File: src/rtl/core/jbq_pkg.sv
// Shared types, codes, widths and quantization tables of the JPEG block quantizer.
package jbq_pkg;

	// Field widths
	localparam int CoeffWidth = 16;
	localparam int EntryWidth = 8;
	localparam int PosWidth = 6;
	localparam int TableDepth = 64;

	// Configuration port
	localparam int CfgIndexWidth = 1;
	localparam int CfgDataWidth = 2;
	localparam logic [CfgIndexWidth-1:0] RegTableSel = 1'b0;
	localparam logic [CfgIndexWidth-1:0] RegDirection = 1'b1;

	// Table select codes; the unused code falls back to the user table
	localparam logic [1:0] TblLum = 2'd0;
	localparam logic [1:0] TblChr = 2'd1;
	localparam logic [1:0] TblUser = 2'd2;

	// Direction codes
	localparam logic DirFwd = 1'b0;
	localparam logic DirInv = 1'b1;

	// Input item modes
	localparam logic ModeLoad = 1'b0;
	localparam logic ModeCoeff = 1'b1;

	// Queue depth defaults
	localparam int MqDepthDefault = 4;
	localparam int OqDepthDefault = 32;

	typedef struct packed {
		logic                         mode;
		logic [PosWidth-1:0]          position;
		logic signed [CoeffWidth-1:0] value;
	} jbq_in_t;

	typedef struct packed {
		logic signed [CoeffWidth-1:0] result;
		logic                         saturated;
	} jbq_out_t;

	// Classified coefficient handed from the front to the back
	typedef struct packed {
		logic signed [CoeffWidth-1:0] value;
		logic [EntryWidth-1:0]        entry;
	} jbq_work_t;

	localparam logic [EntryWidth-1:0] LumTab [TableDepth] = '{
		8'd16, 8'd11, 8'd10, 8'd16, 8'd24, 8'd40, 8'd51, 8'd61,
		8'd12, 8'd12, 8'd14, 8'd19, 8'd26, 8'd58, 8'd60, 8'd55,
		8'd14, 8'd13, 8'd16, 8'd24, 8'd40, 8'd57, 8'd69, 8'd56,
		8'd14, 8'd17, 8'd22, 8'd29, 8'd51, 8'd87, 8'd80, 8'd62,
		8'd18, 8'd22, 8'd37, 8'd56, 8'd68, 8'd109, 8'd103, 8'd77,
		8'd24, 8'd35, 8'd55, 8'd64, 8'd81, 8'd104, 8'd113, 8'd92,
		8'd49, 8'd64, 8'd78, 8'd87, 8'd103, 8'd121, 8'd120, 8'd101,
		8'd72, 8'd92, 8'd95, 8'd98, 8'd112, 8'd100, 8'd103, 8'd99
	};

	localparam logic [EntryWidth-1:0] ChrTab [TableDepth] = '{
		8'd17, 8'd18, 8'd24, 8'd47, 8'd99, 8'd99, 8'd99, 8'd99,
		8'd18, 8'd21, 8'd26, 8'd66, 8'd99, 8'd99, 8'd99, 8'd99,
		8'd24, 8'd26, 8'd56, 8'd99, 8'd99, 8'd99, 8'd99, 8'd99,
		8'd47, 8'd66, 8'd99, 8'd99, 8'd99, 8'd99, 8'd99, 8'd99,
		8'd99, 8'd99, 8'd99, 8'd99, 8'd99, 8'd99, 8'd99, 8'd99,
		8'd99, 8'd99, 8'd99, 8'd99, 8'd99, 8'd99, 8'd99, 8'd99,
		8'd99, 8'd99, 8'd99, 8'd99, 8'd99, 8'd99, 8'd99, 8'd99,
		8'd99, 8'd99, 8'd99, 8'd99, 8'd99, 8'd99, 8'd99, 8'd99
	};

endpackage

File: src/rtl/core/jbq_ram.sv
// Generic single-write, single-read RAM with registered read data.
module jbq_ram #(
	parameter int WIDTH = 8,
	parameter int DEPTH = 64,
	localparam int AW = (DEPTH > 1) ? $clog2(DEPTH) : 1
) (
	input  logic             clk,
	input  logic             we,
	input  logic [AW-1:0]    waddr,
	input  logic [WIDTH-1:0] wdata,
	input  logic             re,
	input  logic [AW-1:0]    raddr,
	output logic [WIDTH-1:0] rdata
);

	logic [WIDTH-1:0] mem_q [DEPTH];
	logic [WIDTH-1:0] rdata_q;

	// Write port
	always_ff @(posedge clk) begin
		if (we) begin
			mem_q[waddr] <= wdata;
		end
	end

	// Registered read port
	always_ff @(posedge clk) begin
		if (re) begin
			rdata_q <= mem_q[raddr];
		end
	end

	assign rdata = rdata_q;

endmodule

File: src/rtl/core/jbq_fifo.sv
// Small register-based FIFO used between the front and back and at the result side.
module jbq_fifo #(
	parameter int WIDTH = 8,
	parameter int DEPTH = 4,
	localparam int AW = (DEPTH > 1) ? $clog2(DEPTH) : 1,
	localparam int CNTW = $clog2(DEPTH + 1)
) (
	input  logic             clk,
	input  logic             arst_n,
	input  logic             push,
	input  logic [WIDTH-1:0] wdata,
	input  logic             pop,
	output logic [WIDTH-1:0] rdata,
	output logic             empty,
	output logic [CNTW-1:0]  count
);

	logic [WIDTH-1:0] mem_q [DEPTH];
	logic [AW-1:0]    wptr_q;
	logic [AW-1:0]    rptr_q;
	logic [CNTW-1:0]  count_q;

	// Store entries
	always_ff @(posedge clk) begin
		if (push) begin
			mem_q[wptr_q] <= wdata;
		end
	end

	// Advance pointers and track fill level
	always_ff @(posedge clk or negedge arst_n) begin
		if (!arst_n) begin
			wptr_q  <= '0;
			rptr_q  <= '0;
			count_q <= '0;
		end else begin
			if (push) begin
				wptr_q <= (wptr_q == AW'(DEPTH - 1)) ? '0 : wptr_q + AW'(1);
			end
			if (pop) begin
				rptr_q <= (rptr_q == AW'(DEPTH - 1)) ? '0 : rptr_q + AW'(1);
			end
			if (push && !pop) begin
				count_q <= count_q + CNTW'(1);
			end else if (!push && pop) begin
				count_q <= count_q - CNTW'(1);
			end
		end
	end

	assign rdata = mem_q[rptr_q];
	assign empty = (count_q == '0);
	assign count = count_q;

endmodule

File: src/rtl/core/jbq_front.sv
// Front end: accepts items, loads the user table and looks up each coefficient's entry.
module jbq_front #(
	parameter int MQ_DEPTH = jbq_pkg::MqDepthDefault,
	localparam int CNTW = $clog2(MQ_DEPTH + 1)
) (
	input  logic              clk,
	input  logic              arst_n,
	input  logic              push,
	output logic              full,
	input  jbq_pkg::jbq_in_t  in_item,
	input  logic [1:0]        table_select,
	input  logic [CNTW-1:0]   mq_count,
	output logic              wk_push,
	output jbq_pkg::jbq_work_t wk_data
);

	localparam int EW = jbq_pkg::EntryWidth;
	localparam int PW = jbq_pkg::PosWidth;
	localparam int CW = jbq_pkg::CoeffWidth;

	logic                 accept;
	logic                 load_wr;
	logic                 coeff_rd;
	logic [EW-1:0]        load_entry;
	logic [EW-1:0]        user_entry;
	logic                 v_s1;
	logic [PW-1:0]        pos_s1;
	logic signed [CW-1:0] val_s1;
	logic [EW-1:0]        entry_s1;
	logic [CNTW:0]        level;

	// Hold off input while the queue plus the lookup stage could overflow
	assign level  = {1'b0, mq_count} + (CNTW + 1)'(v_s1);
	assign full   = (level >= (CNTW + 1)'(MQ_DEPTH));
	assign accept = push && !full;

	// Classify the item
	assign load_wr  = accept && (in_item.mode == jbq_pkg::ModeLoad);
	assign coeff_rd = accept && (in_item.mode == jbq_pkg::ModeCoeff);

	// A loaded zero is stored as one
	assign load_entry = (in_item.value[EW-1:0] == '0) ? EW'(1) : in_item.value[EW-1:0];

	jbq_ram #(
		.WIDTH (EW),
		.DEPTH (jbq_pkg::TableDepth)
	) u_user_tab (
		.clk   (clk),
		.we    (load_wr),
		.waddr (in_item.position),
		.wdata (load_entry),
		.re    (coeff_rd),
		.raddr (in_item.position),
		.rdata (user_entry)
	);

	// Lookup stage valid
	always_ff @(posedge clk or negedge arst_n) begin
		if (!arst_n) begin
			v_s1 <= 1'b0;
		end else begin
			v_s1 <= coeff_rd;
		end
	end

	// Lookup stage payload
	always_ff @(posedge clk) begin
		if (coeff_rd) begin
			pos_s1 <= in_item.position;
			val_s1 <= in_item.value;
		end
	end

	// Select the table entry
	always_comb begin
		case (table_select)
			jbq_pkg::TblLum: entry_s1 = jbq_pkg::LumTab[pos_s1];
			jbq_pkg::TblChr: entry_s1 = jbq_pkg::ChrTab[pos_s1];
			default:         entry_s1 = user_entry;
		endcase
	end

	assign wk_push       = v_s1;
	assign wk_data.value = val_s1;
	assign wk_data.entry = entry_s1;

endmodule

File: src/rtl/core/jbq_back.sv
// Back end: pipelined restoring divider and saturating multiplier with result credits.
module jbq_back #(
	parameter int OQ_DEPTH = jbq_pkg::OqDepthDefault,
	localparam int RW = $clog2(OQ_DEPTH + 1)
) (
	input  logic               clk,
	input  logic               arst_n,
	input  logic               wk_valid,
	input  jbq_pkg::jbq_work_t wk_data,
	output logic               wk_pop,
	input  logic               direction,
	input  logic               res_pop,
	output logic               res_push,
	output jbq_pkg::jbq_out_t  res_data
);

	localparam int CW = jbq_pkg::CoeffWidth;
	localparam int EW = jbq_pkg::EntryWidth;
	localparam int NS = CW;
	localparam int PW = CW + EW + 1;
	localparam logic signed [PW-1:0] ProdHi = PW'((64'd1 << (CW - 1)) - 64'd1);
	localparam logic signed [PW-1:0] ProdLo = ~ProdHi;

	logic [RW-1:0]        rsv_q;
	logic                 issue;
	logic [CW-1:0]        mag;
	logic signed [PW-1:0] op_a;
	logic signed [PW-1:0] op_b;
	logic                 rnd;

	logic [NS:0]          vld_sn;
	logic                 neg_sn  [NS+1];
	logic                 dir_sn  [NS+1];
	logic [EW-1:0]        ent_sn  [NS+1];
	logic [CW-1:0]        dvd_sn  [NS+1];
	logic [CW-1:0]        quo_sn  [NS+1];
	logic [EW-1:0]        rem_sn  [NS+1];
	logic signed [PW-1:0] prod_sn [NS+1];

	// Issue only when the result queue has a reserved slot
	assign issue  = wk_valid && (rsv_q < RW'(OQ_DEPTH));
	assign wk_pop = issue;

	// Count results in flight or waiting in the result queue
	always_ff @(posedge clk or negedge arst_n) begin
		if (!arst_n) begin
			rsv_q <= '0;
		end else if (issue && !res_pop) begin
			rsv_q <= rsv_q + RW'(1);
		end else if (!issue && res_pop) begin
			rsv_q <= rsv_q - RW'(1);
		end
	end

	// Advance stage valids
	always_ff @(posedge clk or negedge arst_n) begin
		if (!arst_n) begin
			vld_sn <= '0;
		end else begin
			vld_sn <= {vld_sn[NS-1:0], issue};
		end
	end

	// Entry stage: magnitude for the divider and the full product
	assign mag  = wk_data.value[CW-1] ? (~wk_data.value + CW'(1)) : wk_data.value;
	assign op_a = {{(PW - CW){wk_data.value[CW-1]}}, wk_data.value};
	assign op_b = {{(PW - EW){1'b0}}, wk_data.entry};

	always_ff @(posedge clk) begin
		neg_sn[0]  <= wk_data.value[CW-1];
		dir_sn[0]  <= direction;
		ent_sn[0]  <= wk_data.entry;
		dvd_sn[0]  <= mag;
		quo_sn[0]  <= '0;
		rem_sn[0]  <= '0;
		prod_sn[0] <= op_a * op_b;
	end

	// One quotient bit per stage
	for (genvar k = 1; k <= NS; k++) begin : g_stage
		logic [EW:0] trial;
		logic [EW:0] diff;
		logic        ge;

		always_comb begin
			trial = {rem_sn[k-1], dvd_sn[k-1][CW-1]};
			diff  = trial - {1'b0, ent_sn[k-1]};
			ge    = (trial >= {1'b0, ent_sn[k-1]});
		end

		always_ff @(posedge clk) begin
			rem_sn[k]  <= ge ? diff[EW-1:0] : trial[EW-1:0];
			quo_sn[k]  <= {quo_sn[k-1][CW-2:0], ge};
			dvd_sn[k]  <= {dvd_sn[k-1][CW-2:0], 1'b0};
			neg_sn[k]  <= neg_sn[k-1];
			dir_sn[k]  <= dir_sn[k-1];
			ent_sn[k]  <= ent_sn[k-1];
			prod_sn[k] <= prod_sn[k-1];
		end
	end

	// Round half up for positive values, clamp products
	assign rnd = !neg_sn[NS] && ({rem_sn[NS], 1'b0} >= {1'b0, ent_sn[NS]});

	always_comb begin
		res_data.saturated = 1'b0;
		if (dir_sn[NS] == jbq_pkg::DirInv) begin
			if (prod_sn[NS] > ProdHi) begin
				res_data.result    = ProdHi[CW-1:0];
				res_data.saturated = 1'b1;
			end else if (prod_sn[NS] < ProdLo) begin
				res_data.result    = ProdLo[CW-1:0];
				res_data.saturated = 1'b1;
			end else begin
				res_data.result = prod_sn[NS][CW-1:0];
			end
		end else if (neg_sn[NS]) begin
			res_data.result = ~quo_sn[NS] + CW'(1);
		end else begin
			res_data.result = quo_sn[NS] + CW'(rnd);
		end
	end

	assign res_push = vld_sn[NS];

endmodule

File: src/rtl/core/jpeg_block_quantizer_core.sv
// Top level of the JPEG block quantizer: config registers, front, queues and back.
//
// Usage:
//  Input channel: push / full / in_item. An item transfers on a clock edge with
//  push high and full low. Mode load writes the low 8 bits of value into the
//  user table slot given by position (zero is stored as one) and gives no
//  result. Mode coefficient quantizes (divide, round half up when positive,
//  truncate toward zero when negative) or dequantizes (multiply, clamp to 16
//  bits and flag) with the entry of the selected table at position.
//  Result channel: empty / pop / out_item, oldest result first; it transfers
//  on a clock edge with pop high and empty low.
//  Config: cfg_we writes cfg_wdata into register cfg_addr (0 table select,
//  1 direction) on the same edge; write only while the block is idle.
//  Pipeline: one table lookup, one queue stage, the multiply stage and
//  sixteen restoring divider stages, one quotient bit per stage, before the
//  result queue. Throughput: one item per cycle while full stays low.
//  Stall: with pop held low the result queue fills, issue into the divider
//  stops once its slots are all reserved, and full rises once the work queue
//  and the lookup stage hold MQ_DEPTH items.
//  Reset: clears registers and queues; user table contents are undefined
//  until loaded.
module jpeg_block_quantizer_core #(
	parameter int MQ_DEPTH = jbq_pkg::MqDepthDefault,
	parameter int OQ_DEPTH = jbq_pkg::OqDepthDefault
) (
	input  logic                                  clk,
	input  logic                                  arst_n,
	input  logic                                  push,
	output logic                                  full,
	input  jbq_pkg::jbq_in_t                      in_item,
	output logic                                  empty,
	input  logic                                  pop,
	output jbq_pkg::jbq_out_t                     out_item,
	input  logic                                  cfg_we,
	input  logic [jbq_pkg::CfgIndexWidth-1:0]     cfg_addr,
	input  logic [jbq_pkg::CfgDataWidth-1:0]      cfg_wdata
);

	localparam int MQCW = $clog2(MQ_DEPTH + 1);

	logic [1:0]         table_select_q;
	logic               direction_q;
	logic               wk_push;
	jbq_pkg::jbq_work_t wk_wdata;
	jbq_pkg::jbq_work_t wk_rdata;
	logic               wk_empty;
	logic               wk_pop;
	logic [MQCW-1:0]    mq_count;
	logic               res_push;
	jbq_pkg::jbq_out_t  res_data;
	logic               res_pop;

	// Configuration registers
	always_ff @(posedge clk or negedge arst_n) begin
		if (!arst_n) begin
			table_select_q <= jbq_pkg::TblLum;
			direction_q    <= jbq_pkg::DirFwd;
		end else if (cfg_we) begin
			case (cfg_addr)
				jbq_pkg::RegTableSel:  table_select_q <= cfg_wdata[1:0];
				jbq_pkg::RegDirection: direction_q    <= cfg_wdata[0];
				default: ;
			endcase
		end
	end

	jbq_front #(
		.MQ_DEPTH (MQ_DEPTH)
	) u_front (
		.clk          (clk),
		.arst_n       (arst_n),
		.push         (push),
		.full         (full),
		.in_item      (in_item),
		.table_select (table_select_q),
		.mq_count     (mq_count),
		.wk_push      (wk_push),
		.wk_data      (wk_wdata)
	);

	jbq_fifo #(
		.WIDTH ($bits(jbq_pkg::jbq_work_t)),
		.DEPTH (MQ_DEPTH)
	) u_work_q (
		.clk    (clk),
		.arst_n (arst_n),
		.push   (wk_push),
		.wdata  (wk_wdata),
		.pop    (wk_pop),
		.rdata  (wk_rdata),
		.empty  (wk_empty),
		.count  (mq_count)
	);

	jbq_back #(
		.OQ_DEPTH (OQ_DEPTH)
	) u_back (
		.clk       (clk),
		.arst_n    (arst_n),
		.wk_valid  (!wk_empty),
		.wk_data   (wk_rdata),
		.wk_pop    (wk_pop),
		.direction (direction_q),
		.res_pop   (res_pop),
		.res_push  (res_push),
		.res_data  (res_data)
	);

	// Result transfer
	assign res_pop = pop && !empty;

	jbq_fifo #(
		.WIDTH ($bits(jbq_pkg::jbq_out_t)),
		.DEPTH (OQ_DEPTH)
	) u_res_q (
		.clk    (clk),
		.arst_n (arst_n),
		.push   (res_push),
		.wdata  (res_data),
		.pop    (res_pop),
		.rdata  (out_item),
		.empty  (empty),
		.count  ()
	);

endmodule

File: config.mk
export PLATFORM = sky130hd
export DESIGN_NAME = jpeg_block_quantizer_core
export DESIGN_NICKNAME = d
export VERILOG_FILES = /design/src/rtl/core/jbq_pkg.sv /design/src/rtl/core/jbq_ram.sv /design/src/rtl/core/jbq_fifo.sv /design/src/rtl/core/jbq_front.sv /design/src/rtl/core/jbq_back.sv /design/src/rtl/core/jpeg_block_quantizer_core.sv
export SDC_FILE = /design/constraint.sdc
export NUM_CORES = 2
export LEC_CHECK = 0
export BUFFER_PORTS_ARGS = -buffer_cell sky130_fd_sc_hd__buf_2
export CAP_MARGIN = 10
export CORE_MARGIN = 2
export CORE_UTILIZATION = 50
export CTS_CLUSTER_DIAMETER = 200
export DETAILED_ROUTE_END_ITERATION = 10
export HOLD_SLACK_MARGIN = 0.12
export PLACE_DENSITY = 0.7
export SLEW_MARGIN = 0
export SYNTH_ARGS = -nofsm -noshare
export SYNTH_HDL_FRONTEND = slang
export SYNTH_SLANG_ARGS = --single-unit
File: constraint.sdc
create_clock -name clk -period 7.1 [get_ports clk]
set_input_delay 0.71 -clock clk [delete_from_list [all_inputs] [get_ports clk]]
set_output_delay 0.71 -clock clk [all_outputs]
set_load 0.05 [all_outputs]
==> results.toml <==
[timing]
fmax_mhz = 162.8
tightest_slew_ps = 1166
tns_ps = 0
finalSetupViolations = 0
period_share = 0.8652
rsz0062_at_grt = "no"
clock_skew_ps = 108.6
slew_viol_final = 0
finalHoldViolCount = 0
slew_headroom = 0.2195
whs_ps = 200.3
post-route-min-period_ps = 6143

[worst_setup_path]
cp.arrival_ps = 6870
r2r_end = "u_back.prod_sn[0][23]"
ff2ff_path_depth = 16
required_ps = 7830
critical_path.top_delay_family = "adder cells"
rr_startpoint = "u_work_q.rptr_q[0]"
start_kind = "register"
crit_chain = "mux4_1, nand2_1, fa_1, inv_1, fa_1, fa_1, inv_1, fa_1, inv_1, ha_1, a21oi_1, a21boi_0, o31ai_1, o21bai_1, o21ai_0, xnor2_1"
cp_slowest_cell = "dfrtp_2"
r2r_setup_slack_ps = 960
path_buf_inv = 3
path_class = "register to register"
crit_top_cell = "fa_1"
slowest_delay_ps = 940
cp_max_fo = 36
endpoint_kind = "register"

[yosys]
synth_cell_types = 82
synth_edf_count = 1182
synth_cells = 5210
synth_area_leader_cell = "edfxtp_1"
synth_top_area_share = 0.4342
synth_seq_area_share = 0.6933
syn-cell-area_um2 = 81740
synth.avg_cell_area_um2 = 15.69
synth-seq-cells = 2227
synthTopCellsByArea = "edfxtp_1, dfxtp_1, mux4_2, ha_1, fa_1"
async_flop_share = 0.02245
yosysWarnings = 0
synth_flop_cell = "edfxtp_1"
syn_nets = 5573

[clock_network]
cts.sinks = 2227
clock_path_buffers = 3
post_cts_resized = 0
clk_pin_slew_ps = 60
ctsHtreeMaxLevel = 4
clk_latency_ps = 880
root_buffer = "clkbuf_16"
cts_tree = "done"
cts_made_buffers = 207

[min_path]
worstHoldStart = "cfg_we"
hold_depth = 3
hold_end = "direction_q"
hold_class = "input port to register"

[grt]
use_met3 = 0.03398
grt_remaining_overflow = 0
track_usage = 0.1957
antenna_found_initial = 3
grt_pass1_wl_um = 252800
grt_pass1_vias = 43145
grt_util_met2 = 0.3198
busiest_layer = "met2"
grtUsageMet1 = 0.2689
grt_max_degree = 140

[place]
place.gp.congestion = 0.8588
port-buffer-count = 49
placed_cells = 7339
dp.final_hpwl_um = 100200
place_area_um2 = 84710

[floorplan]
start_util = 0.5027
die_x_um = 408.3
core_area_um2 = 162600
rows = 148
dieArea_um2 = 166700
ios = 50
die_y_um = 408.3

[routing]
routedWlPerCell_um = 21.11
vias_per_cell = 5.505
drt_iter0_markers = 4215
drc = 0
ant_nets = 0
wl_um = 163500
firstDrtPassIters = 7
vias = 42651

[layout]
nFillCells = 12484
nets = 5754
fin_area_um2 = 92150
area_growth_syn_to_layout_pct = 12.74
layout.cells.non_filler = 7747
layout_commonest_cell = "edfxtp_1"
layout_common_cells = "edfxtp_1, dfxtp_1, inv_1"
drive_above_1_share = 0.1709

[flow_run]
cap_viol_max_count = 0

[outcome]
status = "completed"
## kinds of logic after synthesis
group | after synthesis | synth area share
buffers and inverters | 577 | 0.02789
XOR/XNOR | 77 | 0.008588
multiplexers | 494 | 0.1011
AND/OR/NAND/NOR | 832 | 0.04843
flip-flops | 2227 | 0.6933
AO/OA/AOI/OAI | 671 | 0.05889
adder cells (fa/ha/maj) | 332 | 0.06184
## metal layers
| layer | share of wire | wire (um) |
|---|---|---|
| met3 | 0.064 | 10550 |
| met1 | 0.42 | 69320 |
| met2 | 0.48 | 79320 |
| met4 | 0.027 | 4366 |
| met5 | 0 | 0 |
## flip-flops by register name, summed over array words and instances, names as in the netlist
register and flops:
u_res_q.mem_q 544, u_front.u_user_tab.mem_q 512, u_back.prod_sn 425, u_back.dvd_sn 136, u_back.ent_sn 136, u_back.quo_sn 136
u_back.rem_sn 128, u_work_q.mem_q 96, u_back.dir_sn 17, u_back.neg_sn 17, u_back.vld_sn 17, u_front.val_s1 16
u_front.u_user_tab.rdata 8, u_back.rsv_q 6, u_front.pos_s1 6, u_res_q.count 6, u_res_q.rptr_q 5, u_res_q.wptr_q 5
u_work_q.count 3, table_select_q 2, u_work_q.rptr_q 2, u_work_q.wptr_q 2, direction_q 1, u_front.wk_push 1
## worst min-delay path: cells and delay by family
family	cells	cell delay, ps
muxes	1	140
buffers and inverters	1	100
and+or+nand+nor	1	60
## per-stage QoR
step | util | worst slack, ps
floorplan | - | 1558
global placement | 0.5210 | 981.7
detailed placement | 0.5210 | 1006
CTS | 0.5662 | 909.9
global route | 0.5668 | 512.1
finish | 0.5668 | 957.3
## timing repair
action | in CTS | in global routing
endpoints found under the hold margin | 62 | 0
buffers inserted | 0 | 0
hold buffers | 12 | 0
## worst max path at each step
stage / start / to / cells past startpoint
after floorplan: u_work_q.rptr_q[0] / u_back.prod_sn[0][23] / 22
after global placement: u_work_q.rptr_q[0] / u_back.prod_sn[0][21] / 16
after detailed placement: u_work_q.rptr_q[0] / u_back.prod_sn[0][23] / 16
after CTS: u_work_q.rptr_q[0] / u_back.prod_sn[0][23] / 16
after global routing: u_work_q.rptr_q[0] / u_back.prod_sn[0][23] / 16
final: u_work_q.rptr_q[0] / u_back.prod_sn[0][23] / 16
## area by class of cell
class | instances | area (um^2) | area share
clock inverter | 107 | 1267 | 0.01375
sequential | 2227 | 56670 | 0.6150
clock buffer | 282 | 5954 | 0.06462
timing repair buffer | 159 | 1179 | 0.01279
inverter | 390 | 1464 | 0.01589
tap | 2175 | 2721 | 0.02953
antenna | 1 | 2.502 | 0.00002716
multi-input combinational | 2406 | 22890 | 0.2484
## cell usage after synthesis, types with 12 or more instances
library cell  count
o211ai_1         21
nor2b_1          69
a21oi_1         140
dfxtp_1         995
inv_1           389
a22oi_1          36
a21boi_0         32
nand3_1          39
mux2_2          148
o41ai_4          15
clkbuf_1        111
a22o_1           17
mux4_2          244
xnor2_1          52
edfxtp_1       1182
o311a_1          12
fa_1            120
nor2_1          319
a221oi_1         40
a31oi_1          12
or2_2            19
xor2_1           23
buf_2            45
o21a_1           25
o31a_1           20
or4_1            19
o22ai_1          29
mux2i_1          97
nor3_1           37
ha_1            212
o21ai_0         134
a211oi_1         27
buf_1            18
o31ai_1          18
nand2_1         190
nand2b_1         13
dfrtp_1          50
nand4_1          38
and2_1           35
a21o_1           26
Power is not shown: default switching activity piles up to over one toggle a cycle in this logic, so the estimate is an artifact.
